--- config.mk ---
export PLATFORM = sky130hd
export DESIGN_NAME = immediate_load_pair_patcher_top
export DESIGN_NICKNAME = d
export VERILOG_FILES = /design/src/ilpp_pkg.sv /design/src/ilpp_regs.sv /design/src/ilpp_scan.sv /design/src/immediate_load_pair_patcher_top.sv
export SDC_FILE = /design/constraint.sdc
export NUM_CORES = 1
export LEC_CHECK = 0
export ABC_CLOCK_PERIOD_IN_PS = 13200
export BUFFER_PORTS_ARGS = -buffer_cell sky130_fd_sc_hd__buf_4
export CORE_AREA = 5 5 181 139
export CTS_CLUSTER_DIAMETER = 60
export DETAILED_ROUTE_END_ITERATION = 10
export DIE_AREA = 0 0 186 144
export GPL_ROUTABILITY_DRIVEN = 0
export PLACE_DENSITY = 0.84
export SLEW_MARGIN = 10
export SYNTH_ARGS = -nofsm -noshare
export SYNTH_HDL_FRONTEND = slang
export SYNTH_SLANG_ARGS = --single-unit
--- constraint.sdc ---
create_clock -name clk -period 13.2 [get_ports clk]
set_input_delay 0.66 -clock clk [delete_from_list [all_inputs] [get_ports clk]]
set_output_delay 0.66 -clock clk [all_outputs]
set_load 0.005 [all_outputs]
--- src/ilpp_pkg.sv ---
package ilpp_pkg;

    localparam int OFFSET_BITS = 30;
    localparam int PADDR_BITS  = 4;

    // register byte addresses
    localparam logic [PADDR_BITS-1:0] ADDR_OLD_HASH    = 4'h0;
    localparam logic [PADDR_BITS-1:0] ADDR_NEW_HASH    = 4'h4;
    localparam logic [PADDR_BITS-1:0] ADDR_REPORT_ONLY = 4'h8;

    // instruction encodings
    localparam logic [31:0] UPPER_OPCODE    = 32'h1400_0000;
    localparam logic [31:0] UPPER_OPC_MASK  = 32'hffff_ffe0;
    localparam logic [31:0] ORI_OPCODE      = 32'h0380_0000;
    localparam logic [31:0] UPPER_KEEP_MASK = 32'hfe00_001f;
    localparam logic [31:0] ORI_KEEP_MASK   = 32'hffc0_03ff;

    typedef struct packed {
        logic [31:0]            insn_word;
        logic [OFFSET_BITS-1:0] word_offset;
        logic                   section_end;
    } in_beat_t;

    typedef struct packed {
        logic [OFFSET_BITS-1:0] upper_offset;
        logic [31:0]            upper_old;
        logic [31:0]            upper_new;
        logic [OFFSET_BITS-1:0] lower_offset;
        logic [31:0]            lower_old;
        logic [31:0]            lower_new;
        logic                   is_report;
    } out_beat_t;

    typedef struct packed {
        logic [31:0] old_hash;
        logic [31:0] new_hash;
        logic        report_only;
    } cfg_t;

endpackage

--- src/ilpp_regs.sv ---
module ilpp_regs (
    input  logic                             clk,
    input  logic                             rst_n,
    input  logic                             psel,
    input  logic                             penable,
    input  logic                             pwrite,
    input  logic [ilpp_pkg::PADDR_BITS-1:0]  paddr,
    input  logic [31:0]                      pwdata,
    output logic [31:0]                      prdata,
    output logic                             pready,
    output ilpp_pkg::cfg_t                   cfg
);

    logic [31:0] old_hash_reg;
    logic [31:0] new_hash_reg;
    logic        report_only_reg;
    logic        wr_en;

    assign pready = 1'b1;
    assign wr_en  = psel && penable && pwrite;

    always_ff @(posedge clk or negedge rst_n)
    begin
        if (!rst_n)
        begin
            old_hash_reg    <= '0;
            new_hash_reg    <= '0;
            report_only_reg <= 1'b0;
        end
        else if (wr_en)
        begin
            case (paddr)
                ilpp_pkg::ADDR_OLD_HASH:    old_hash_reg    <= pwdata;
                ilpp_pkg::ADDR_NEW_HASH:    new_hash_reg    <= pwdata;
                ilpp_pkg::ADDR_REPORT_ONLY: report_only_reg <= pwdata[0];
                default: ;
            endcase
        end
    end

    always_comb
    begin
        case (paddr)
            ilpp_pkg::ADDR_OLD_HASH:    prdata = old_hash_reg;
            ilpp_pkg::ADDR_NEW_HASH:    prdata = new_hash_reg;
            ilpp_pkg::ADDR_REPORT_ONLY: prdata = {31'd0, report_only_reg};
            default:                    prdata = '0;
        endcase
    end

    assign cfg.old_hash    = old_hash_reg;
    assign cfg.new_hash    = new_hash_reg;
    assign cfg.report_only = report_only_reg;

endmodule

--- src/ilpp_scan.sv ---
module ilpp_scan (
    input  logic                  clk,
    input  logic                  rst_n,
    input  ilpp_pkg::cfg_t        cfg,
    input  logic                  step,
    input  ilpp_pkg::in_beat_t    beat,
    output logic                  hit,
    output ilpp_pkg::out_beat_t   result
);

    logic                             pending_reg;
    logic                             pending_next;
    logic [4:0]                       preg_reg;
    logic [4:0]                       preg_next;
    logic [31:0]                      saved_word_reg;
    logic [31:0]                      saved_word_next;
    logic [ilpp_pkg::OFFSET_BITS-1:0] saved_off_reg;
    logic [ilpp_pkg::OFFSET_BITS-1:0] saved_off_next;

    logic [31:0] upper_want;
    logic [31:0] ori_want;
    logic        upper_match;
    logic        ori_match;
    logic        clobber;

    assign upper_want  = ilpp_pkg::UPPER_OPCODE | {7'd0, cfg.old_hash[31:12], 5'd0};
    assign ori_want    = ilpp_pkg::ORI_OPCODE | {10'd0, cfg.old_hash[11:0], preg_reg, preg_reg};
    assign upper_match = (beat.insn_word & ilpp_pkg::UPPER_OPC_MASK) == upper_want;
    assign ori_match   = beat.insn_word == ori_want;
    assign clobber     = beat.insn_word[4:0] == preg_reg;

    assign hit = pending_reg && ori_match;

    always_comb
    begin
        result.upper_offset = saved_off_reg;
        result.upper_old    = saved_word_reg;
        result.upper_new    = (saved_word_reg & ilpp_pkg::UPPER_KEEP_MASK)
                              | {7'd0, cfg.new_hash[31:12], 5'd0};
        result.lower_offset = beat.word_offset;
        result.lower_old    = beat.insn_word;
        result.lower_new    = (beat.insn_word & ilpp_pkg::ORI_KEEP_MASK)
                              | {10'd0, cfg.new_hash[11:0], 10'd0};
        result.is_report    = cfg.report_only;
    end

    always_comb
    begin
        pending_next    = pending_reg;
        preg_next       = preg_reg;
        saved_word_next = saved_word_reg;
        saved_off_next  = saved_off_reg;
        if (!pending_reg)
        begin
            if (upper_match)
            begin
                pending_next    = 1'b1;
                preg_next       = beat.insn_word[4:0];
                saved_word_next = beat.insn_word;
                saved_off_next  = beat.word_offset;
            end
        end
        else if (ori_match || clobber)
        begin
            pending_next = 1'b0;
            preg_next    = '0;
        end
        if (beat.section_end)
        begin
            pending_next = 1'b0;
            preg_next    = '0;
        end
    end

    always_ff @(posedge clk or negedge rst_n)
    begin
        if (!rst_n)
        begin
            pending_reg <= 1'b0;
            preg_reg    <= '0;
        end
        else if (step)
        begin
            pending_reg <= pending_next;
            preg_reg    <= preg_next;
        end
    end

    // saved upper word is only looked at while a match is pending
    always_ff @(posedge clk)
    begin
        if (step)
        begin
            saved_word_reg <= saved_word_next;
            saved_off_reg  <= saved_off_next;
        end
    end

endmodule

--- src/immediate_load_pair_patcher_top.sv ---
// immediate load pair patcher: watches a stream of 32-bit instruction words
// for an upper-immediate load of old_hash bits 31..12 followed, later in the
// same section, by an or-immediate of old_hash bits 11..0 with the loaded
// register as source and destination, and emits one record per such pair
// carrying both offsets, both original words and both words rewritten with
// new_hash. one input beat is taken every cycle unless a record waits
// untaken in the output register: each beat is latched in an input
// register, checked against the single pending-match register set, and
// any record lands in an output register, which holds it until taken.
// a section_end beat is scanned normally and then drops any pending
// match. old_hash, new_hash and report_only sit at byte addresses 0, 4 and 8
// of the apb port and are to be written only while the block is idle.
module immediate_load_pair_patcher_top (
    input  logic                             clk,
    input  logic                             rst_n,
    // input beats
    input  logic                             in_valid,
    output logic                             in_ready,
    input  ilpp_pkg::in_beat_t               in_data,
    // result records
    output logic                             out_valid,
    input  logic                             out_ready,
    output ilpp_pkg::out_beat_t              out_data,
    // configuration
    input  logic                             psel,
    input  logic                             penable,
    input  logic                             pwrite,
    input  logic [ilpp_pkg::PADDR_BITS-1:0]  paddr,
    input  logic [31:0]                      pwdata,
    output logic [31:0]                      prdata,
    output logic                             pready
);

    ilpp_pkg::cfg_t      cfg;
    ilpp_pkg::in_beat_t  in_beat_reg;
    ilpp_pkg::out_beat_t out_beat_reg;
    ilpp_pkg::out_beat_t result;
    logic                in_vld_reg;
    logic                out_vld_reg;
    logic                hit;
    logic                step;

    ilpp_regs u_regs (
        .clk     (clk),
        .rst_n   (rst_n),
        .psel    (psel),
        .penable (penable),
        .pwrite  (pwrite),
        .paddr   (paddr),
        .pwdata  (pwdata),
        .prdata  (prdata),
        .pready  (pready),
        .cfg     (cfg)
    );

    // the latched beat moves on when the output register has room for
    // whatever record it may produce
    assign step     = in_vld_reg && (!out_vld_reg || out_ready);
    assign in_ready = !in_vld_reg || step;

    ilpp_scan u_scan (
        .clk    (clk),
        .rst_n  (rst_n),
        .cfg    (cfg),
        .step   (step),
        .beat   (in_beat_reg),
        .hit    (hit),
        .result (result)
    );

    // input register
    always_ff @(posedge clk or negedge rst_n)
    begin
        if (!rst_n)
        begin
            in_vld_reg <= 1'b0;
        end
        else if (in_ready)
        begin
            in_vld_reg <= in_valid;
        end
    end

    always_ff @(posedge clk)
    begin
        if (in_valid && in_ready)
        begin
            in_beat_reg <= in_data;
        end
    end

    // output register: loads on a hit, empties when the record is taken
    always_ff @(posedge clk or negedge rst_n)
    begin
        if (!rst_n)
        begin
            out_vld_reg <= 1'b0;
        end
        else if (step && hit)
        begin
            out_vld_reg <= 1'b1;
        end
        else if (out_ready)
        begin
            out_vld_reg <= 1'b0;
        end
    end

    always_ff @(posedge clk)
    begin
        if (step && hit)
        begin
            out_beat_reg <= result;
        end
    end

    assign out_valid = out_vld_reg;
    assign out_data  = out_beat_reg;

endmodule
; Yosys cells after proc, flatten, opt, wreduce, memory -nomap -nowiden
; Cells that the tools add are included.
[word_totals]
mem_count = 0
mem_bits_rw = 0
wordCells = 58
latch_bits = 0
mem_bits_ro = 0
input_bits = 106
register_bits = 387
output_inout_bits = 224
[classes]
reduce_logical = 19
n_lt_le_gt_ge = 0
div_mod_pow = 0
n_mul = 0
shifts = 0
bitwise = 3
addsub = 0
muxes = 11
eq_ne = 6
[ops]
columns = operator, count
row1 = case mux 32 bit (3 select lines), 1
row2 = == test 32 x 26 -> 1 bit, 1
row3 = bitwise OR 32 x 22 -> 32 bit, 1
row4 = bitwise OR 32 x 25 -> 32 bit, 1
row5 = == test 27 x 24 -> 1 bit, 1
row6 = two-way mux 5 bit, 4
row7 = logical AND 1 bit, 6
row8 = two-way mux 1 bit, 6
row9 = AND reduction 2 bit, 3
row10 = AND reduction 3 bit, 2
row11 = == test 5 bit, 1
row12 = == test 4 x 3 -> 1 bit (second input constant), 1
row13 = == test 4 bit (second input constant), 1
row14 = zero test 4 bit, 1
row15 = logical OR 1 bit, 3
row16 = inequality test 3 bit (second input constant), 1
row17 = nonzero test 3 bit, 1
row18 = zero test 1 bit, 2
row19 = nonzero test 2 bit, 1
row20 = NOT 1 bit, 1

; Longest topological paths before layout
[depth]
depth_word = 5
mapped_depth = 6
mapped_depth_nobuf = 5

; Hierarchy
; Synthesis repeated with hierarchy kept, for this count alone.
[unflattened]
cells_unflattened = 726
area_unflattened_um2 = 14151.1
[modules_own_cells]
columns = module, cells_each, seq_area_each_um2, instances, area_per_inst_um2
row1 = immediate_load_pair_patcher_top, 262, 7617.3, 1, 7676.1
row2 = ilpp_scan, 277, 2011.9, 1, 3633.5
row3 = ilpp_regs, 187, 1626.6, 1, 2841.5

; Least setup slack after synthesis
; Ideal clock, no wire load.
[synth_timing]
kind = in2reg
startpoint = input port out_ready
endpoint = register out_beat_reg, in the netlist out_data[0], enable pin
t_arrival_ps = 4320
t_required_ps = 12691
n_path_buf = 0
setup_slack_ps = 8371
stages = 5
setup_ps = 509
cell_sequence = nand2b_1 -> nand3_1 -> nor4_1 -> nand4_1 -> inv_1
[synth_between]
elab_chain_cells = 3
[synth_lines]
columns = element, line_no
row1 = start: declaration, immediate_load_pair_patcher_top.sv:22  ; input logic out_ready,
row2 = logical OR 1 bit, immediate_load_pair_patcher_top.sv:58  ; assign step = in_vld_reg && (!out_vld_reg || out_ready);
row3 = logical AND 1 bit, immediate_load_pair_patcher_top.sv:58
row4 = logical AND 1 bit, immediate_load_pair_patcher_top.sv:111  ; if (step && hit)
row5 = end signal: assignment, immediate_load_pair_patcher_top.sv:113  ; out_beat_reg <= result;
row6 = end: declaration, immediate_load_pair_patcher_top.sv:36  ; ilpp_pkg::out_beat_t out_beat_reg;
; Every way passes these cells.
; A chain may end at the register's enable or synchronous reset.

; Worst setup path in the final report
[layout_timing]
startpoint = register in_beat_reg[60] (netlist bit)
endpoint = register out_beat_reg, in the netlist out_data[20], enable pin
[layout_between]
elab_chain_cells = 3
[layout_lines]
columns = element, line_no
row1 = start: declaration, immediate_load_pair_patcher_top.sv:35  ; ilpp_pkg::in_beat_t in_beat_reg;
row2 = start signal: assignment, immediate_load_pair_patcher_top.sv:88  ; in_beat_reg <= in_data;
row3 = == test 32 x 26 -> 1 bit, ilpp_scan.sv:29  ; assign ori_match = beat.insn_word == ori_want;
row4 = logical AND 1 bit, ilpp_scan.sv:32  ; assign hit = pending_reg && ori_match;
row5 = logical AND 1 bit, immediate_load_pair_patcher_top.sv:111
; Every way passes these cells.

==> qor.csv <==
metric,value,unit
Die X,186,µm
Via density,5.25,
Initial Util,53.6,%
crit-path cells,nor4_1 > nand3_1 > nor4_1 > nand4_1 > inv_6 > buf_4,
hpwl dp,20.8,mm
part of the power in registers,56.1,%
Syn Inst Count,599,
Boundary Pins,330,
# Post-CTS Setup Buffers,0,
Synth area leaders,"edfxtp_1 67%, dfrtp_1 15%, mux2_4 3.6%, mux2_1 3.1%, a22o_1 2.5%",
largest net degree at the start of global routing,81,
max reg flops,157,
post-cts sizing count,0,
min Tclk post-route,3690,ps
area delta synth->final,28.5,%
DRC viols,0,
Syn Area/Cell,21.0,µm²
Worst Tran Pin Value,1210,ps
clk_lat worst skew,520,ps
Peak Freq,0.271,GHz
GR Overflow Total,0,
Max Slew Vio Count,0,
CP max-delay cell,buf_4,
Critical Path RT,13310,ps
Synth top area share,67.5,%
# rows,49,
Worst Path Arrival,3800,ps
final cell utilization of the core,68.9,%
Sw Ratio,20.7,%
Longest Clk Path Bufs,3,
synth cell count leaders,"282 x edfxtp_1, 73 x dfrtp_1, 36 x a22o_1, 36 x buf_4, 34 x mux2_1",
leak pwr,6.43,nW
Max-Cap Viols,0,
Net Sw Power,0.481,mW
router iterations before antenna repair,4,
Core ar.,23400,µm²
total power,2.32,mW
Final Hold Fails,0,
initial antenna violation count,2,
CTS Hold Buffers Added,0,
Via Count,6563,
combinational share of power,4.5,%
Total Wirelength,29.6,mm
total negative slack,0,ps
Yosys reg bits,355,
CTS tree,done,
CP Buf/Inv Count,2,
WS Path Type,reg2reg,
nets,1026,
Post-synth ARST share,20.6,%
routed len/inst,23.7,µm
Crit path largest cell delay,900,ps
clock network power share,39.4,%
status,finished clean,
most used flip-flop cell after synthesis,edfxtp_1,
YS warnings,0,
CTS root buf,clkbuf_16,
first-pass GRT wire length,42.7,mm
Worst setup SP type,register,
H-tree depth,2,
most frequent cell after synthesis,edfxtp_1,
Final Cycle Share,28.0,%
"Seq/Total Area, Yosys",82.0,%
Crit Path Max Fanout,80,
IO buf count,328,
"EDFF count, synth",282,
layout cells sized above 1,44.3,%
CTS sink count,355,
Worst Skew,26.4,ps
Max VDD drop,97.8,µV
Iter 0 DRT Violations,570,
"CTS clk-pin slew, worst paths",60,ps
leading area contributor after synthesis,edfxtp_1,
die area,26800,µm²
Num CTS Buffers,34,
GRT Util Overall,21.6,%
Antenna Cells,0,
number of global-route vias before repair,6840,
Final setup viols,0,
DIE HEIGHT,144,µm
Worst setup EP type,register,
Worst Hold Class,in2async,
RSZ-0062 raised after global routing,no,
Synth Net Count,705,
CP dominant cell by count,nor4_1,
P_int,1.84,mW
Synth Cell Area,12600,µm²
Slew headroom,19.6,%
PwrDens,144,nW/µm²
post-synthesis cell type count,34,
post-route ant nets,0,
critical path's top delay family,buffers and inverters,
## per-layer routing
metal | wire length, µm | global-route usage, % | vias up
met5 | 27 | 0 | -
met4 | 514 | 4.52 | 4
met3 | 3250 | 7.52 | 49
met2 | 14200 | 34.9 | 314
met1 | 11600 | 29.1 | 3277
li1 | - | - | 2919
## layout make-up
cell class | count | area [µm²]
tap | 306 | 383
clock buffer | 44 | 930
timing repair buffer | 332 | 2490
sequential | 355 | 10300
inverter | 3 | 16.3
clock inverter | 17 | 129
multi-input combinational | 194 | 1890
fill | 1490 | 7290
## cell usage in the layout (no fill, tap or decap), types with 2 or more instances in the layout
master / instances
nand3_1: 6
nor2_1: 3
and4_2: 2
xor2_1: 17
edfxtp_1: 282
nand4_1: 6
nand2_1: 5
clkbuf_16: 35
dfrtp_1: 73
nand4b_1: 2
clkinvlp_4: 2
xnor2_1: 25
a31oi_1: 2
nand2b_1: 2
nor4_4: 2
clkbuf_8: 2
clkinv_8: 2
mux2_4: 30
nor4_1: 7
a22o_1: 36
buf_4: 332
clkinv_1: 7
clkinv_2: 5
nor3_1: 4
mux2_1: 34
clkbuf_1: 7
## power groups by stage
stage          sequential, mW  clock [mW]  combinational [mW]
3_3_place_gp             1.32           0               0.101
6_report                 1.30       0.914               0.104
2_1_floorplan            1.30           0              0.0559
4_1_cts                  1.30       0.931               0.105
3_5_place_dp             1.33           0               0.104
5_1_grt                  1.31       0.983               0.113
## worst paths after layout
check,start,endpoint,slack [ps],cells past startpoint
max,in_beat_reg[60]$_DFFE_PP_,out_data[20]$_DFFE_PP_,9510,6
min,rst_n,u_regs.new_hash_reg[19]$_DFFE_PN0P_,310,1
max reg2reg,in_beat_reg[60]$_DFFE_PP_,out_data[20]$_DFFE_PP_,9510,6
min reg2reg,u_scan.saved_word_reg[17]$_DFFE_PP_,out_data[144]$_DFFE_PP_,410,0
max in group asynchronous,rst_n,u_regs.old_hash_reg[6]$_DFFE_PN0P_,12260,1
min in group clk,in_data[10],in_beat_reg[10]$_DFFE_PP_,320,1
## kinds of logic after synthesis
group                  Yosys count  synth area share, %
other                            1               0.0299
multiplexers                    66                 6.81
AO/OA/AOI/OAI                   40                 2.71
XOR/XNOR                        42                 2.93
AND/OR/NAND/NOR                 45                 2.46
flip-flops                     355                 82.0
buffers and inverters           50                 3.04
## through the flow
step | area (µm²) | instances | worst slack (ps) | hold WS (ps)
5_1_grt | 16100 | 1251 | 9250 | 302
2_1_floorplan | 12600 | 599 | 8370 | 364
6_report | 16100 | 1251 | 9510 | 314
3_3_place_gp | 15100 | 1190 | 9600 | 401
4_1_cts | 16100 | 1251 | 9410 | 304
3_5_place_dp | 15100 | 1190 | 9440 | 405
Note: power is estimated with default switching activity, not from simulation.
